[config.mk]
export PLATFORM = sky130hd
export DESIGN_NAME = h2r_prep
export DESIGN_NICKNAME = d
export VERILOG_FILES = /design/src/rtl/h2r_pkg.sv /design/src/rtl/h2r_prep.sv
export SDC_FILE = /design/constraint.sdc
export NUM_CORES = 1
export LEC_CHECK = 0
export ABC_AREA = 0
export BUFFER_PORTS_ARGS = -buffer_cell sky130_fd_sc_hd__buf_2
export CAP_MARGIN = 20
export CELL_PAD_IN_SITES_DETAIL_PLACEMENT = 1
export CELL_PAD_IN_SITES_GLOBAL_PLACEMENT = 1
export CORE_MARGIN = 2
export CORE_UTILIZATION = 50
export DETAILED_ROUTE_END_ITERATION = 8
export PLACE_DENSITY_LB_ADDON = 0.1
export REMOVE_ABC_BUFFERS = 1
export SYNTH_ARGS = -nofsm -noshare
export SYNTH_HDL_FRONTEND = slang
export SYNTH_SLANG_ARGS = --single-unit
[constraint.sdc]
create_clock -name clk -period 15.9 [get_ports clk]
set_input_delay 3.18 -clock clk [delete_from_list [all_inputs] [get_ports clk]]
set_output_delay 3.18 -clock clk [all_outputs]
set_load 0.02 [all_outputs]
[src/rtl/h2r_pkg.sv]
// ----------------------------------------------------------------------------
// h2r_pkg: shared types and constants for the HSL to RGB converter
// Fixed-point widths, hue-turn constants and the ramp slope function.
// ----------------------------------------------------------------------------
package h2r_pkg;

  localparam int unsigned HUE_W  = 16;  // Q0.16 hue
  localparam int unsigned UNIT_W = 17;  // Q1.16 saturation / lightness
  localparam int unsigned SL_W   = 34;  // s * l
  localparam int unsigned POS_W  = 18;  // ramp position, units of 1/(3*65536) turn
  localparam int unsigned LVL_W  = 33;  // Q1.32 levels
  localparam int unsigned PROD_W = 51;  // d * k
  localparam int unsigned NUM_W  = 50;  // level numerator over 3 * 2^48
  localparam int unsigned MUL_W  = 57;  // 85 * numerator
  localparam int unsigned CH_W   = 8;
  localparam int unsigned NCH    = 3;   // red, green, blue lanes

  localparam logic [UNIT_W-1:0] ONE_Q16  = 17'd65536;
  localparam logic [UNIT_W-1:0] HALF_Q16 = 17'd32768;

  localparam logic [POS_W-1:0] TURN      = 18'd196608;
  localparam logic [POS_W-1:0] THIRD     = 18'd65536;
  localparam logic [POS_W-1:0] TWO_THIRD = 18'd131072;
  localparam logic [POS_W-1:0] SIXTH     = 18'd32768;
  localparam logic [POS_W-1:0] HALF_TURN = 18'd98304;

  localparam logic [CH_W-1:0] CH_MAX = 8'd255;

  typedef logic [POS_W-1:0] pos_t;

  typedef struct packed {
    logic [UNIT_W-1:0] sat;
    logic [UNIT_W-1:0] light;
    logic [SL_W-1:0]   sl;
    pos_t [NCH-1:0]    pos;   // lane 0 red, 1 green, 2 blue
  } prep_t;

  typedef struct packed {
    logic [LVL_W-1:0] v1;
    logic [LVL_W-1:0] d;      // v2 - v1, never negative
    pos_t [NCH-1:0]   k;      // ramp weight over one turn
  } ramp_t;

  // Weight of (v2 - v1) at position t, over a denominator of one turn.
  function automatic pos_t ramp_k(input pos_t t);
    logic [20:0] six_t;
    logic [20:0] fall;
    pos_t        k;
    six_t = (21'(t) << 2) + (21'(t) << 1);
    fall  = (21'(TURN) << 2) - six_t;
    if (t < SIXTH) begin
      k = six_t[POS_W-1:0];
    end else if (t < HALF_TURN) begin
      k = TURN;
    end else if (t < TWO_THIRD) begin
      k = fall[POS_W-1:0];
    end else begin
      k = '0;
    end
    return k;
  endfunction

endpackage

[src/rtl/h2r_prep.sv]
// ----------------------------------------------------------------------------
// h2r_prep: first pipeline stage
// Clamps saturation and lightness, forms s*l and the three hue positions.
// ----------------------------------------------------------------------------
module h2r_prep
  import h2r_pkg::*;
(
  input  logic              clk,
  input  logic              rst_n,
  input  logic              en,
  input  logic              in_valid,
  input  logic [HUE_W-1:0]  hue,
  input  logic [UNIT_W-1:0] saturation,
  input  logic [UNIT_W-1:0] lightness,
  output logic              out_valid,
  output prep_t             out_data
);

  logic              valid_r;
  prep_t             data_r;
  prep_t             data_nxt;
  logic [UNIT_W-1:0] s_c;
  logic [UNIT_W-1:0] l_c;
  pos_t              h3;
  logic [POS_W:0]    tr_w;

  always_comb begin
    s_c  = (saturation > ONE_Q16) ? ONE_Q16 : saturation;
    l_c  = (lightness  > ONE_Q16) ? ONE_Q16 : lightness;
    h3   = (POS_W'(hue) << 1) + POS_W'(hue);
    tr_w = {1'b0, h3} + {1'b0, THIRD};

    data_nxt.sat   = s_c;
    data_nxt.light = l_c;
    data_nxt.sl    = SL_W'(s_c) * SL_W'(l_c);
    // red: a position of exactly one turn is kept unwrapped
    data_nxt.pos[0] = (tr_w > {1'b0, TURN}) ? POS_W'(tr_w - {1'b0, TURN}) : tr_w[POS_W-1:0];
    data_nxt.pos[1] = h3;
    data_nxt.pos[2] = (h3 < THIRD) ? (h3 + TWO_THIRD) : (h3 - THIRD);
  end

  always_ff @(posedge clk) begin
    if (!rst_n) begin
      valid_r <= 1'b0;
    end else if (en) begin
      valid_r <= in_valid;
    end
  end

  always_ff @(posedge clk) begin
    if (en) begin
      data_r <= data_nxt;
    end
  end

  assign out_valid = valid_r;
  assign out_data  = data_r;

endmodule

; ---- Word level (Yosys, flattened, before mapping)
; Cells that the tools add are included.
[totals]
latchBits = 0
mem_count = 0
output_inout_bits = 123
romBits = 0
ramBits = 0
wordCells = 21
regBits = 123
in_bits = 54
[classes]
eq_ne = 0
bitwise_logic = 0
shift = 0
add_sub_neg = 5
n_reduce_logical = 0
multipliers = 1
div = 0
mux = 4
order_cmp = 4
[ops]
columns = op, count
row1 = two-way mux 18 bit, 2
row2 = greater-than comparator 17 bit (second input constant), 2
row3 = multiplier 17 x 17 -> 34 bit, 1
row4 = two-way mux 17 bit, 2
row5 = adder 18 x 17 -> 19 bit (second input constant), 1
row6 = greater-than comparator 19 x 18 -> 1 bit (second input constant), 1
row7 = adder 17 x 16 -> 18 bit, 1
row8 = adder 18 bit (second input constant), 1
row9 = less-than comparator 18 x 17 -> 1 bit (second input constant), 1
row10 = subtractor 18 x 17 -> 18 bit (second input constant), 1
row11 = subtractor 18 bit (second input constant), 1

; ---- Longest topological paths before layout
[logic_depth]
depth_word = 4
mapped_depth = 29
mapped_depth_nobuf = 27

; ---- Least setup slack after synthesis
; No wires, ideal clock.
[synth_path]
path_kind = input to register
startpoint = input lightness[12]
endpoint = register data_r, in the netlist out_data[87] (data pin)
slack_ns = 6.125
cell_stages = 27
setup_time_ns = 0.260
arrival_ns = 9.516
path_cell_list = nor4_1 nand4_1 nand2_1 clkbuf_1 nand2_1 inv_1 clkbuf_1 nand2_1 fa_1 fa_1 fa_1 fa_1 inv_1 fa_1 inv_1 fa_1 inv_1 ha_1 a211oi_1 inv_1 o211ai_1 a41oi_1 nand3_1 nand2b_1 a21oi_1 o21ai_1 xnor2_1
[synth_lines]
columns = element, line_no
row1 = start: declaration, h2r_prep.sv:14  ; input logic [UNIT_W-1:0] lightness,
row2 = end signal: assignment, h2r_prep.sv:52  ; data_r <= data_nxt;
row3 = end: declaration, h2r_prep.sv:20  ; prep_t data_r;

==> run metrics <==
Power Dens Cells 85.06 nW/um^2; Die Footprint 28,000 sq um; buffers plus inverters on the worst setup path 6; CTS tree built; first-pass GRT wire length about 60,000 um; Top Ports 177; CP top delay family adder cells; Critical Path Most Common Cell fa_1; top cell type's share of synthesized area about a third; Gate Count Post-Synth 1,408; maximum VDD drop 0.04807 mV; htree depth 3; clk slew on worst S/H paths 0.07 ns; Worst path max stage delay 0.62 ns; Distinct cells, synth a little over 50; CTS Buf Count 9; Crit Path Max Fanout 24; final hold viol count 0; final setup fails 0; fmax 89.81 MHz; Hold WC Path Type register to register; Clock Path Buffers 2; synthesized flop and latch total 91; ys flop type edfxtp_1; gpl congestion 0.9719; vias post-DR 10,120; clock sink count slightly above 90; failing checks DRC; RSZ-0062 raised after global routing false; EDFF count, synth 90; cts repair resizes 0; Tot Pwr 1.237 mW; Min Clock Period, post-route 11.13 ns; layout cells sized above 1 13.27%; WL met1 15,830 um; WP data arrival 11.25 ns; status finished with violations; leakage dissipation 7.512 nW; Final Max Slew Viols 0; CP Launch Type primary input; fin util 55.66%; Seq/Total Area, Yosys 20.41%; crit path capture type register; row cnt 59; Clock Skew 0 ns; Final WS setup 4.766 ns; Max-slew headroom 31.95%; DRT antenna net count 0; diode count 0; Inst Count DP 1,849; Synth Cell Area approximately 13,000 sq um; Starting Density 51.03%; area delta synth->final 9.063%; DR WL met3 1672 um; postcts setup bufs 0; pre-CTS setup slack 4.457 ns; Placeable Area 26,130 sq um; WS Path Type primary input to register; met2 wire len 19,290 um; leading area contributor after synthesis fa_1; post-synthesis average cell area ~9.5 sq um; wire per inst 20.51 um; Root Buffer clkbuf_16; worst skew pair latency approximately 0.36 ns; DP HPWL 31,630 um; vias in the first global route between 10,000 and 15,000; Pre-antenna DRT Iters 6; Die H 167.3 um; GRT Total Usage around 28%; Die Wd 167.3 um; Ys Warns 0; top layer in use met5; fraction of registers with async set/reset 0%; largest net degree at the start of global routing 69; worst endpoint required time roughly 16 ns; hold buffers post-CTS 0; WL final about 38,000 um; Final Cycle Share 70.03%; port bufs ~180; gr ovfl total 0; nets@finish slightly below 2,000; most common cell after layout, fill and taps aside inv_1; TNS Setup 0 ns; Non-Filler Instances 1,865; Max-Cap Viols 0; worst slew pin tran 1.016 ns; initial antenna violation count 1; DRT iter0 DRCs 640; commonest non-fill, non-tap cells in the layout inv_1, fa_1, nand2_1; largest cells by area after synthesis fa_1, edfxtp_1, ha_1, inv_1, nand2_1; drc violations 15; slowest CP cell nand2_1; via/cell ratio 5.425
## per-layer routing
metal	vias to the layer above	track usage [%]
met5	-	0
met1	5211	35.97
met4	2	11.08
met3	78	3.238
li1	4519	-
met2	308	49.29
## final cells by class
class	instances	area, sq um
Clock inverter	6	58.81
Sequential cell	91	2723
Timing Repair Buffer	178	898.4
Multi-Input combinational cell	925	9016
Inverter	320	1201
Clock buffer	10	229.0
Tap cell	335	419.2
Fill cell	3040	11590
## cells in the mapped netlist (4+ instances only)
cell type / number
a21o_1: 22
a21oi_1: 31
a31oi_1: 6
and2_1: 8
and3_1: 18
buf_1: 6
buf_4: 32
clkbuf_1: 32
clkinv_1: 7
edfxtp_1: 90
fa_1: 225
ha_1: 129
inv_1: 313
nand2_1: 215
nand2b_1: 6
nand3_1: 11
nand4_1: 5
nor2_1: 119
nor2b_1: 9
nor3_1: 8
nor4_1: 9
o21ai_0: 15
o21ai_1: 4
o21bai_1: 9
xnor2_1: 28
xor2_1: 14
## state kept, by name (all words and copies together), names as in the netlist
| signal | count |
|---|---|
| out_data | 90 |
| out_valid | 1 |
## per-stage QoR
step	instance area, sq um	hold WS, ns
after detailed placement	14260	0.5419
after global placement	14260	0.4956
final	14550	0.5492
after global routing	14550	0.5833
after floorplan	12940	0.5893
after CTS	14550	0.5618
## final timing paths
kind	from	endpoint	slack (ns)	depth (start not counted)
setup / recovery	saturation[12]	out_data[87]	4.77	26
hold / removal	out_valid	out_valid	0.55	2
setup reg to reg	out_valid	out_valid	15.29	2
hold reg to reg	out_valid	out_valid	0.55	2
## worst min-delay path: stages (launching register included)
cell and delay (ns):
dfxtp_1 0.34, mux2i_1 0.07, nor2b_1 0.10
## kinds of logic (layout without fill, tap and decap cells)
logic type                 Yosys count  in the layout  share of synthesized area [%]
and+or+nand+nor                    416            416                          13.22
buffers and inverters              392            514                          12.00
adders and majority gates          354            354                          45.88
AOI/OAI and AO/OA                  112            112                          5.657
DFF                                 91             91                          20.41
xor gates and xnor gates            42             42                          2.758
muxes                                1              1                        0.07506
## power by group
part	leakage, nW	total, mW	internal (mW)	switching (mW)
registers	0.881	0.344	0.330	0.0140
clock network	0.137	0.226	0.110	0.116
logic	6.49	0.668	0.244	0.424
total	7.51	1.24	0.684	0.554
No activity file was read; power rests on OpenSTA's default activity.
