==> src/rtl/h2r_pkg.sv <==
// ----------------------------------------------------------------------------
// h2r_pkg: shared types and constants for the HSL to RGB converter
// Fixed-point widths, hue-turn constants and the ramp slope function.
// ----------------------------------------------------------------------------
package h2r_pkg;

  localparam int unsigned HUE_W  = 16;  // Q0.16 hue
  localparam int unsigned UNIT_W = 17;  // Q1.16 saturation / lightness
  localparam int unsigned SL_W   = 34;  // s * l
  localparam int unsigned POS_W  = 18;  // ramp position, units of 1/(3*65536) turn
  localparam int unsigned LVL_W  = 33;  // Q1.32 levels
  localparam int unsigned PROD_W = 51;  // d * k
  localparam int unsigned NUM_W  = 50;  // level numerator over 3 * 2^48
  localparam int unsigned MUL_W  = 57;  // 85 * numerator
  localparam int unsigned CH_W   = 8;
  localparam int unsigned NCH    = 3;   // red, green, blue lanes

  localparam logic [UNIT_W-1:0] ONE_Q16  = 17'd65536;
  localparam logic [UNIT_W-1:0] HALF_Q16 = 17'd32768;

  localparam logic [POS_W-1:0] TURN      = 18'd196608;
  localparam logic [POS_W-1:0] THIRD     = 18'd65536;
  localparam logic [POS_W-1:0] TWO_THIRD = 18'd131072;
  localparam logic [POS_W-1:0] SIXTH     = 18'd32768;
  localparam logic [POS_W-1:0] HALF_TURN = 18'd98304;

  localparam logic [CH_W-1:0] CH_MAX = 8'd255;

  typedef logic [POS_W-1:0] pos_t;

  typedef struct packed {
    logic [UNIT_W-1:0] sat;
    logic [UNIT_W-1:0] light;
    logic [SL_W-1:0]   sl;
    pos_t [NCH-1:0]    pos;   // lane 0 red, 1 green, 2 blue
  } prep_t;

  typedef struct packed {
    logic [LVL_W-1:0] v1;
    logic [LVL_W-1:0] d;      // v2 - v1, never negative
    pos_t [NCH-1:0]   k;      // ramp weight over one turn
  } ramp_t;

  // Weight of (v2 - v1) at position t, over a denominator of one turn.
  function automatic pos_t ramp_k(input pos_t t);
    logic [20:0] six_t;
    logic [20:0] fall;
    pos_t        k;
    six_t = (21'(t) << 2) + (21'(t) << 1);
    fall  = (21'(TURN) << 2) - six_t;
    if (t < SIXTH) begin
      k = six_t[POS_W-1:0];
    end else if (t < HALF_TURN) begin
      k = TURN;
    end else if (t < TWO_THIRD) begin
      k = fall[POS_W-1:0];
    end else begin
      k = '0;
    end
    return k;
  endfunction

endpackage

==> src/rtl/h2r_ramp.sv <==
// ----------------------------------------------------------------------------
// h2r_ramp: second pipeline stage
// Forms the two levels v1, v2 (as v1 and d = v2 - v1) and the ramp weights.
// ----------------------------------------------------------------------------
module h2r_ramp
  import h2r_pkg::*;
(
  input  logic  clk,
  input  logic  rst_n,
  input  logic  en,
  input  logic  in_valid,
  input  prep_t in_data,
  output logic  out_valid,
  output ramp_t out_data
);

  logic        valid_r;
  ramp_t       data_r;
  ramp_t       data_nxt;
  logic [34:0] v2_w;
  logic [34:0] v1_w;
  logic [LVL_W-1:0] v2;

  always_comb begin
    // low lightness: l*(1+s); otherwise l + s - s*l
    if (in_data.light < HALF_Q16) begin
      v2_w = (35'(in_data.light) << 16) + 35'(in_data.sl);
    end else begin
      v2_w = (35'(in_data.light) << 16) + (35'(in_data.sat) << 16) - 35'(in_data.sl);
    end
    v2   = v2_w[LVL_W-1:0];
    v1_w = (35'(in_data.light) << 17) - 35'(v2);

    data_nxt.v1 = v1_w[LVL_W-1:0];
    data_nxt.d  = v2 - v1_w[LVL_W-1:0];
    for (int i = 0; i < NCH; i++) begin
      data_nxt.k[i] = ramp_k(in_data.pos[i]);
    end
  end

  always_ff @(posedge clk) begin
    if (!rst_n) begin
      valid_r <= 1'b0;
    end else if (en) begin
      valid_r <= in_valid;
    end
  end

  always_ff @(posedge clk) begin
    if (en) begin
      data_r <= data_nxt;
    end
  end

  assign out_valid = valid_r;
  assign out_data  = data_r;

endmodule

==> config.mk <==
export PLATFORM = sky130hd
export DESIGN_NAME = h2r_ramp
export DESIGN_NICKNAME = d
export VERILOG_FILES = /design/src/rtl/h2r_pkg.sv /design/src/rtl/h2r_ramp.sv
export SDC_FILE = /design/constraint.sdc
export NUM_CORES = 1
export LEC_CHECK = 0
export CORE_MARGIN = 2
export CORE_UTILIZATION = 56
export CTS_CLUSTER_SIZE = 28
export DETAILED_ROUTE_END_ITERATION = 7
export DONT_BUFFER_PORTS = 1
export PLACE_DENSITY = 0.83
export RECOVER_POWER = 25
export SYNTH_ARGS = -nofsm -noshare
export SYNTH_HDL_FRONTEND = slang
export SYNTH_SLANG_ARGS = --single-unit
==> constraint.sdc <==
create_clock -name clk -period 10.7 [get_ports clk]
set_input_delay 1.07 -clock clk [delete_from_list [all_inputs] [get_ports clk]]
set_output_delay 1.07 -clock clk [all_outputs]
set_load 0.01 [all_outputs]
# Yosys cells after proc, flatten, opt, wreduce, memory -nomap -nowiden

Cells that the tools add are included.

Bits in registers: 121
Logic and storage cells: 37
Output and inout bits: 121
Input port bits: 126

Order comparisons: 10
$add $sub $neg: 11
Muxes and demuxes: 10

Operators by type and width:

| kind                  | number |
|---|---|
| $mux 18               | 9 |
| $sub 33x33->33        | 3 |
| $add 33x33->33        | 2 |
| $add 18x18->18        | 3 |
| $lt 18x16->1 const B  | 3 |
| $lt 18x17->1 const B  | 3 |
| $lt 18x18->1 const B  | 3 |
| $sub 1x18->18 const A | 3 |
| $mux 33               | 1 |
| $lt 17x16->1 const B  | 1 |

# Depth between registers and ports, before layout

Gate-level depths: netlist of the first run.

Word-level depth: 5
Gate-level depth with buffers: 34
Gate-level depth less buffers: 33

# Worst setup path after synthesis of the first run

Ideal clock, no wire load.

Path type: input to register
From: input in_data[103] (netlist bit)
To: register data_r (netlist bit out_data[86]) (data pin)
Data arrival time: 6.666 ns
Slack: 3.770 ns
Data required time: 10.435 ns
Stages on the path: 31
Path buffers: 4
Setup time: 0.265 ns
Cells stage by stage: nor2_1 > clkbuf_1 > clkbuf_1 > clkbuf_1 > buf_1 > nand2_1 > o21ai_0 > inv_1 > ha_1 > o21a_1 > o211ai_1 > nor3_1 > nand2_1 > o221ai_1 > nand2_1 > maj3_1 > o21ai_0 > nand2_1 > nand2_1 > a21o_1 > xor2_1 > inv_1 > ha_1 > a21oi_1 > nand2_1 > a21oi_1 > nand2_1 > nor3_2 > o22ai_4 > a311oi_1 > xnor2_1

RTL lines:

| element              | RTL line       | source |
|---|---|---|
| start, declared      | h2r_ramp.sv:12 | `input prep_t in_data,` |
| end signal, assigned | h2r_ramp.sv:51 | `data_r <= data_nxt;` |
| end, declared        | h2r_ramp.sv:18 | `ramp_t data_r;` |

==> results of run 1 <==
==> synth_stat cells, drive strengths merged (20+ instances only) <==
cell / count
fa: 20
edfxtp: 116
nor3b: 20
clkbuf: 28
ha: 133
nand2: 67
a21oi: 85
o21ai: 68
inv: 164
xor2: 60
xnor2: 104
nor3: 34
a22oi: 31
nand3: 25
a21o: 21
nor2: 132
==> kinds of logic after synthesis <==
family / Yosys count / share of synthesized area (%)
AND/OR/NAND/NOR: 410 / 16.85
AO/OA/AOI/OAI: 360 / 19.59
buffers and inverters: 207 / 6.340
XOR/XNOR: 166 / 11.67
adder cells (fa/ha/maj): 159 / 16.74
flip-flops: 117 / 27.56
multiplexers: 15 / 1.221
other: 1 / 0.02951
==> sequential cells by signal (all words and copies together), names as in the netlist <==
name and flops:
out_data 116, out_valid 1
==> final cells by class <==
cell class	instances	area, um^2	share of cell area [%]
clock buffers	17	425.4	3.141
clock inverters	15	203.9	1.506
inverters	164	615.6	4.546
multi-input cells	1114	8414	62.14
flip-flops and latches	117	3503	25.87
well taps	285	356.6	2.633
repair buffers	3	22.52	0.1663
==> final timing paths <==
kind                       end  slack [ns]         from
setup / recovery  out_data[86]        2.87  in_data[54]
hold / removal       out_valid        0.57    out_valid
setup reg to reg     out_valid       10.07    out_valid
hold reg to reg      out_valid        0.57    out_valid
==> worst max-delay path, delay by kind of cell <==
kind	cells	cell delay, ns
and+or+nand+nor	11	1.83
buffers and inverters	4	0.45
adders and majority gates	5	1.74
xor gates and xnor gates	3	0.46
AOI/OAI and AO/OA	10	2.45
==> routing by layer <==
layer	vias up	global-route usage (%)	share of wire, %
li1	5100	-	-
met1	4907	29.01	40
met2	425	43.26	48
met3	94	5.716	7.3
met4	0	12.57	4.5
met5	-	0	0
==> per-stage QoR <==
stage               power [W]  hold slack [ns]  worst slack (ns)  cells  util [%]
detailed placement   0.001955           0.5618             2.604   1683     57.56
finish               0.002569           0.5699             2.867   1715     60.36
global route         0.002735           0.5880             2.414   1715     60.36
floorplan            0.001708           0.5383             3.770   1438         -
global placement     0.001898           0.5555             2.820   1683     57.56
CTS                  0.002568           0.5696             2.978   1715     60.36
==> report_power, final <==
part           switching (W)  internal (W)  leakage, nW
Sequential          0.000106      0.000678         1.13
Combinational       0.000672      0.000502         4.11
Clock               0.000219      0.000391        0.298
Total               0.000998       0.00157         5.54
==> run_results.csv, run 1 <==
group,metric,value,unit
status,status,"complete, no violations",
clock_tree,clockRootBuffer,"clkbuf_16",
clock_tree,cts_hold_buffers,0,
synthesis,synth_area,12710,um^2
placed_design,gp_congestion,0.9175,
cells_and_area,nFillCells,1899,
drt,drt-vias-per-instance,6.138,
clock_tree,cts_tree,"built",
global_routing,grt_pass1_vias,10222,
clock_tree,htreeDepth,4,
hold_path,hold_class,"reg2reg",
worst_setup_path,crit_path_end_kind,"register",
synthesis,synth_flop_cell,"edfxtp_1",
worst_setup_path,critPathSlowestCell,"o221ai_1",
synthesis,syn_area_per_cell,8.857,um^2
worst_setup_path,crit_path_start_kind,"input port",
synthesis,synth_cells,1435,
timing,fin_skew,0,ns
floorplanning,die_area,23920,um^2
synthesis,synth-edff-count,116,
global_routing,grt_pass1_wl,48620,um
floorplanning,ios,247,
placed_design,port_buffers,0,
timing,slew_headroom,28.01,%
synthesis,yosysUniqueCellTypes,100,
drt,drtIter0Drc,763,
power_and_ir_drop,leakage,5.540,nW
synthesis,yosysSeqAreaShare,27.56,%
cells_and_area,mostFrequentLayoutCells,"164 x inv_1, 133 x ha_1, 131 x nor2_1, 116 x edfxtp_1, 104 x xnor2_1",
cells_and_area,num_antenna_cells,0,
clock_tree,clk_path_buf_depth,2,
job,drv_cap,0,
power_and_ir_drop,power_density,189.7,nW/um^2
synthesis,yosysTopAreaCell,"edfxtp_1",
timing,maxSlewViolCount,0,
timing,period_share,73.21,%
synthesis,synthArstFlopShare,0,%
timing,finalCriticalPeriod,7.833,ns
timing,setup_tns,0,ns
floorplanning,core_region_area,22430,um^2
drt,vias,10526,
worst_setup_path,worstPathRequired,10.86,ns
worst_setup_path,crit_path_max_incr_delay,0.42,ns
floorplanning,die_h,154.7,um
global_routing,grt_usage,24.96,%
worst_setup_path,path_common_cell,"nand2_1",
drt,wl_per_cell,17.79,um
floorplanning,std_cell_rows,55,
synthesis,yosysTopAreaCellShare,27.41,%
clock_tree,clk-insertion-delay-late,0.42,ns
floorplanning,start_util,56.65,%
cells_and_area,layout_commonest_cell,"inv_1",
global_routing,grt_overflow_total,0,
timing,rsz0062_at_grt,"false",
global_routing,grt_antenna_before_repair,0,
clock_tree,cts_made_buffers,17,
synthesis,synth_seq_cells,117,
timing,max_freq,127.7,MHz
worst_setup_path,path_class,"in2reg",
clock_tree,path_clk_slew,0.06,ns
cells_and_area,layout-drive-gt1-share,5.105,%
hold_path,min_path_cells,2,
synthesis,synth_area_leaders,"edfxtp_1 27%, ha_1 13%, xnor2_1 7.2%",
timing,final-hold-violation-count,0,
drt,first_pass_iters,5,
cells_and_area,design_area,13540,um^2
placed_design,hpwl,24310,um
power_and_ir_drop,peakVddDrop,0.00009316,V
worst_setup_path,reg2regPathDepth,2,
global_routing,grt_max_degree,118,
timing,worst_slew_pin_slew,1.076,ns
synthesis,yosysWarnings,0,
placed_design,post_dp_cell_area,12910,um^2
drt,drc,0,
worst_setup_path,critPathMaxFanout,11,
clock_tree,post-cts-setup-buffers,0,
cells_and_area,syn_to_final_growth,6.546,%
worst_setup_path,crit_arrival,7.99,ns
timing,setup_viol,0,
drt,drtAntennaViolNets,0,
drt,routed_wirelength,30520,um
floorplanning,dieWidth,154.7,um
cells_and_area,final_nets,1696,
clock_tree,clock-sinks,117,
clock_tree,post_cts_resized,0,
(Power assumes the default switching activity.)
==> inputs of run 2 (changes only) <==
Settings changed: ABC_AREA set to 1.
Clock period 10.7 ns to 7.9 ns, I/O delays scaled along.
==> run 2 against run 1 <==
Effect of this change:
- hold slack got worse by 0.10 ns
- clock skew is the same
- first-iteration DRC count fell by 6.6%
- highest routed layer unchanged
- register-to-register slack worse by 2.8 ns
- synthesized cell count is 28% higher
- design area is 5.0% higher
- global-route usage rose by 0.44 points
- critical endpoint unchanged
- sequential share of layout area down 1.2 points
- sequential power rose by 32%
==> run_results.csv, run 2 <==
group,metric,value,unit
status,status,"complete, no violations",
drt,drc,0,
timing,rsz0062_at_grt,"false",
placed_design,gp_congestion,0.9401,
timing,maxSlewViolCount,0,
global_routing,grt_usage,25.40,%
clock_tree,clock-sinks,117,
synthesis,synth_top_cells_by_count,"412 x nand2_1, 334 x inv_1, 157 x nor2_1",
cells_and_area,syn_to_final_growth,7.258,%
worst_setup_path,crit_path_end_kind,"register",
timing,setup_tns,0,ns
clock_tree,clockRootBuffer,"clkbuf_16",
drt,vias,11756,
cells_and_area,largest_reg_flops,116,
drt,drtIter0Drc,713,
worst_setup_path,crit_arrival,6.51,ns
clock_tree,post-cts-setup-buffers,0,
drt,routed_wirelength,31650,um
timing,slew_headroom,41.08,%
global_routing,grt_overflow_total,0,
floorplanning,die_h,157.9,um
timing,setup_viol,0,
timing,final-hold-violation-count,0,
power_and_ir_drop,peakVddDrop,0.0001369,V
cells_and_area,nFillCells,2037,
synthesis,synth-edff-count,116,
clock_tree,htreeDepth,4,
floorplanning,start_util,56.82,%
worst_setup_path,crit_path_max_incr_delay,0.50,ns
synthesis,synth_area_leaders,"edfxtp_1 26%, ha_1 13%, nand2_1 12%",
synthesis,syn_area_per_cell,7.205,um^2
drt,drt-vias-per-instance,5.385,
worst_setup_path,critPathSlowestCell,"fa_1",
placed_design,hpwl,25850,um
clock_tree,clk_path_buf_depth,2,
floorplanning,die_area,24920,um^2
synthesis,yosysTopAreaCell,"edfxtp_1",
clock_tree,path_clk_slew,0.06,ns
cells_and_area,layout-drive-gt1-share,6.009,%
placed_design,port_buffers,0,
synthesis,synth_seq_cells,117,
synthesis,yosysMostFrequentCell,"nand2_1",
synthesis,yosysUniqueCellTypes,55,
synthesis,synthArstFlopShare,0,%
floorplanning,dieWidth,157.9,um
global_routing,grt_antenna_before_repair,0,
synthesis,synth_area,13260,um^2
cells_and_area,layout_commonest_cell,"nand2_1",
cells_and_area,mostFrequentLayoutCells,"412 x nand2_1, 334 x inv_1, 157 x nor2_1, 142 x nand3_1, 133 x ha_1",
floorplanning,ios,247,
power_and_ir_drop,power_density,247.4,nW/um^2
drt,first_pass_iters,6,
power_and_ir_drop,leakage,7.045,nW
cells_and_area,fin_cells,2183,
timing,finalCriticalPeriod,6.346,ns
synthesis,synth_cells,1840,
synthesis,yosysSeqAreaShare,26.43,%
drt,drtAntennaViolNets,0,
worst_setup_path,critPathMaxFanout,6,
timing,max_freq,157.6,MHz
global_routing,grt_max_degree,119,
clock_tree,clk-insertion-delay-late,0.41,ns
global_routing,grt_pass1_vias,10942,
drt,wl_per_cell,14.50,um
cells_and_area,final_nets,2130,
floorplanning,std_cell_rows,56,
clock_tree,cts_hold_buffers,0,
clock_tree,post_cts_resized,0,
worst_setup_path,worstPathRequired,8.06,ns
synthesis,yosysWarnings,0,
synthesis,yosysTopAreaCellShare,26.28,%
job,drv_cap,0,
placed_design,dp_cells,2151,
global_routing,grt_pass1_wl,50980,um
clock_tree,cts_made_buffers,17,
clock_tree,cts_tree,"built",
timing,worst_slew_pin_slew,0.8805,ns
worst_setup_path,path_class,"in2reg",
floorplanning,core_region_area,23330,um^2
worst_setup_path,crit_path_start_kind,"input port",
cells_and_area,num_antenna_cells,0,
synthesis,synth_flop_cell,"edfxtp_1",
timing,period_share,80.33,%
timing,fin_skew,0,ns
hold_path,hold_class,"in2reg",
cells_and_area,final_util,60.94,%
[run 2: power by group]
group          total, W  leakage [nW]  internal (W)  switching (W)
registers       0.00104          1.13      0.000901       0.000143
clock network  0.000819         0.302      0.000529       0.000289
logic           0.00165          5.61      0.000590        0.00106
[run 2: area by class of cell]
cell class | instances | area [um^2] | share of cell area, %
Clock buffer | 17 | 425.4 | 2.992
Clock inverter | 15 | 201.4 | 1.417
Inverter | 344 | 1291 | 9.081
Multi-Input combinational cell | 1370 | 8391 | 59.01
Sequential cell | 117 | 3503 | 24.64
Tap cell | 319 | 399.1 | 2.807
Timing Repair Buffer | 1 | 7.507 | 0.05280
[run 2: final timing paths]
check               from           end  slack, ns  depth (start not counted)
max          in_data[92]  out_data[86]       1.55                         34
min          in_data[54]  out_data[87]       0.47                          0
max reg2reg    out_valid     out_valid       7.23                          2
min reg2reg    out_valid     out_valid       0.59                          2
[run 2: metrics by stage]
step	hold WS, ns	instance area [um^2]	worst slack [ns]	power (W)
2_1_floorplan	0.5553	13270	2.111	0.002321
3_3_place_gp	0.5821	13590	1.464	0.002632
3_5_place_dp	0.5781	13590	1.258	0.002684
4_1_cts	0.4534	14220	1.663	0.003516
5_1_grt	0.4481	14220	1.067	0.003794
6_report	0.4665	14220	1.554	0.003517
[run 2: cells by family after synthesis]
family          count (synthesis)  share of synthesized area, %
simple gates                  838                         28.65
buf+inv                       356                         10.36
compound gates                253                         10.76
fa+ha+maj                     153                         15.57
xor+xnor                      122                         8.202
flops                         117                         26.43
other cells                     1                       0.02829
[run 2: metal layers]
| metal | global-route usage (%) | wire [um] |
|---|---|---|
| met1 | 31.29 | 13490 |
| met2 | 44.47 | 15100 |
| met3 | 4.544 | 2197 |
| met4 | 8.918 | 861 |
| met5 | 0 | 0 |
[run 2: critical path: cells and delay by family]
family,cells,cell delay [ns]
adder cells (fa/ha/maj),4,1.52
buffers and inverters,7,0.43
AO/OA/AOI/OAI,5,1.01
AND/OR/NAND/NOR,17,2.55
XOR/XNOR,1,0.20
==> inputs of run 3 (changes only) <==
Settings changed: ABC_AREA 1 to 0, PLACE_DENSITY 0.83 to 0.86.
Clock period 7.9 ns to 5.4 ns, I/O delays scaled along.
==> run 3 against run 2 <==
Effect of this change:
- the run now ends with negative setup slack left
- design area increased by 7.7%
- critical path type unchanged
- largest power group unchanged
- via count decreased by 2.1%
- hold slack got worse by 0.26 ns
- register-to-register slack got worse by 2.5 ns
- critical path depth decreased by 7
- final cell count decreased by 13%
- combinational power increased by 110%
- largest cell class unchanged
- clock power increased by 36%
- sequential share of layout area decreased by 1.8 points
==> run_results.csv, run 3 (same netlist as run 1, synthesis figures left out) <==
group,metric,value,unit
timing,maxSlewViolCount,0,
placed_design,dpl_worst_slack,-0.6250,ns
cells_and_area,largest_reg_flops,116,
worst_setup_path,path_common_cell,"nor2_1",
cells_and_area,mostFrequentLayoutCells,"178 x buf_4, 155 x inv_1, 129 x nor2_1, 120 x ha_1, 116 x edfxtp_1",
floorplanning,ios,247,
worst_setup_path,crit_family,"compound AO/OA/AOI/OAI gates",
cells_and_area,num_antenna_cells,0,
worst_setup_path,worstPathRequired,5.56,ns
worst_setup_path,critical_path_buf_inv_count,3,
hold_path,hold_class,"in2reg",
timing,rsz0062_at_grt,"true",
timing,worst_slew_pin_slew,1.010,ns
global_routing,grt_pass1_vias,11411,
drt,wl_per_cell,18.32,um
floorplanning,start_util,56.65,%
worst_setup_path,critPathSlowestCell,"fa_1",
clock_tree,clk_path_buf_depth,2,
worst_setup_path,crit_path_end_kind,"register",
global_routing,grt_antenna_before_repair,0,
cells_and_area,layout_commonest_cell,"buf_4",
global_routing,grt_overflow_total,0,
drt,drtIter0Drc,932,
cells_and_area,final_nets,1875,
clock_tree,cts_tree,"built",
clock_tree,cts_hold_buffers,0,
timing,max_freq,176.5,MHz
global_routing,grt_max_degree,118,
cells_and_area,syn_to_final_growth,20.47,%
job,drv_cap,0,
clock_tree,clock-sinks,117,
power_and_ir_drop,power_density,399.8,nW/um^2
floorplanning,die_area,23920,um^2
status,violations,"negative setup slack",
timing,holdWs,0.2069,ns
drt,drc,0,
drt,drt-vias-per-instance,6.076,
cells_and_area,layout-drive-gt1-share,20.20,%
worst_setup_path,r2r_slack,4.75,ns
placed_design,gp_congestion,0.9545,
timing,slew_headroom,32.39,%
worst_setup_path,path_class,"in2reg",
worst_setup_path,crit_path_start_kind,"input port",
timing,fin_skew,0,ns
power_and_ir_drop,peakVddDrop,0.0002358,V
clock_tree,htreeDepth,4,
clock_tree,clockRootBuffer,"clkbuf_16",
worst_setup_path,crit_path_max_incr_delay,0.52,ns
timing,finalCriticalPeriod,5.665,ns
drt,routed_wirelength,34710,um
drt,vias,11507,
floorplanning,dieWidth,154.7,um
clock_tree,cts_made_buffers,17,
timing,setup_ws,-0.2655,ns
floorplanning,std_cell_rows,55,
worst_setup_path,critPathMaxFanout,10,
clock_tree,clk-insertion-delay-late,0.43,ns
floorplanning,core_region_area,22430,um^2
placed_design,hpwl,26380,um
placed_design,port_buffers,0,
power_and_ir_drop,leakage,6.472,nW
timing,setup_viol,5,
drt,first_pass_iters,7,
status,status,"complete, but fails checks",
drt,drtAntennaViolNets,0,
worst_setup_path,crit_arrival,5.83,ns
global_routing,grt_usage,28.04,%
floorplanning,die_h,154.7,um
global_routing,grt_pass1_wl,54720,um
clock_tree,path_clk_slew,0.06,ns
timing,final-hold-violation-count,0,
timing,period_share,104.9,%
run 3: cell types whose count changed in the layout (fill, tap and decap cells not counted), moves of 16 or more:
cell and change:
a21o_1 +18, a21oi_1 -36, a22oi_1 +31, buf_4 +177, inv_1 -179, nand2_1 -348
nand2_2 -22, nand2b_1 +19, nand3_1 -117, nor2_1 -28, or3_1 +16, xnor2_1 +57
xor2_1 -22
run 3: layout make-up:
class                           instances  area [um^2]
Clock inverter                         15        142.6
Multi-Input combinational cell       1114         8886
Fill cell                            1611         7123
Sequential cell                       117         3503
Inverter                              164        615.6
Tap cell                              285        356.6
Timing Repair Buffer                  182         1381
Clock buffer                           17        425.4
run 3: path summary, 6_finish.rpt:
path	startpoint	endpoint	cells past startpoint
max reg2reg	out_valid	out_valid	2
min	in_data[54]	out_data[87]	0
min reg2reg	out_valid	out_valid	2
max	in_data[89]	out_data[86]	27
run 3: per-layer routing:
layer  global-route usage (%)  up-vias  wire length [um]
li1                         -     5455                 -
met1                    32.42     5476             13330
met2                    49.77      477             17430
met3                    7.313       99              2860
met4                    10.76        0              1085
met5                        0        -                 0
run 3: power by group:
part | internal, W | switching (W) | total (W)
logic | 0.00171 | 0.00175 | 0.00345
clock network | 0.000643 | 0.000467 | 0.00111
registers | 0.00134 | 0.000213 | 0.00156
total | 0.00369 | 0.00243 | 0.00612
run 3: per-stage QoR:
stage                     total power [W]  instances  util [%]  TNS [ns]  instance area (um^2)
after floorplan                  0.003479       1438         -    -1.258                 12940
after global placement           0.004380       1845     63.92    -2.056                 14340
after detailed placement         0.004512       1845     63.92    -3.484                 14340
after CTS                        0.005737       1886     67.16  -0.08019                 15070
after global routing             0.006449       1894     68.25    -1.731                 15310
final                            0.006121       1894     68.25   -0.5178                 15310
run 3: timing repair:
| item | 4_1_cts | 5_1_grt |
|---|---|---|
| resized for setup | 19 | 35 |
| setup buffers | 9 | 9 |
| pin swaps | 29 | 30 |
| endpoints found under the setup margin | 4 | 9 |
| endpoints found under the hold margin | 0 | 0 |
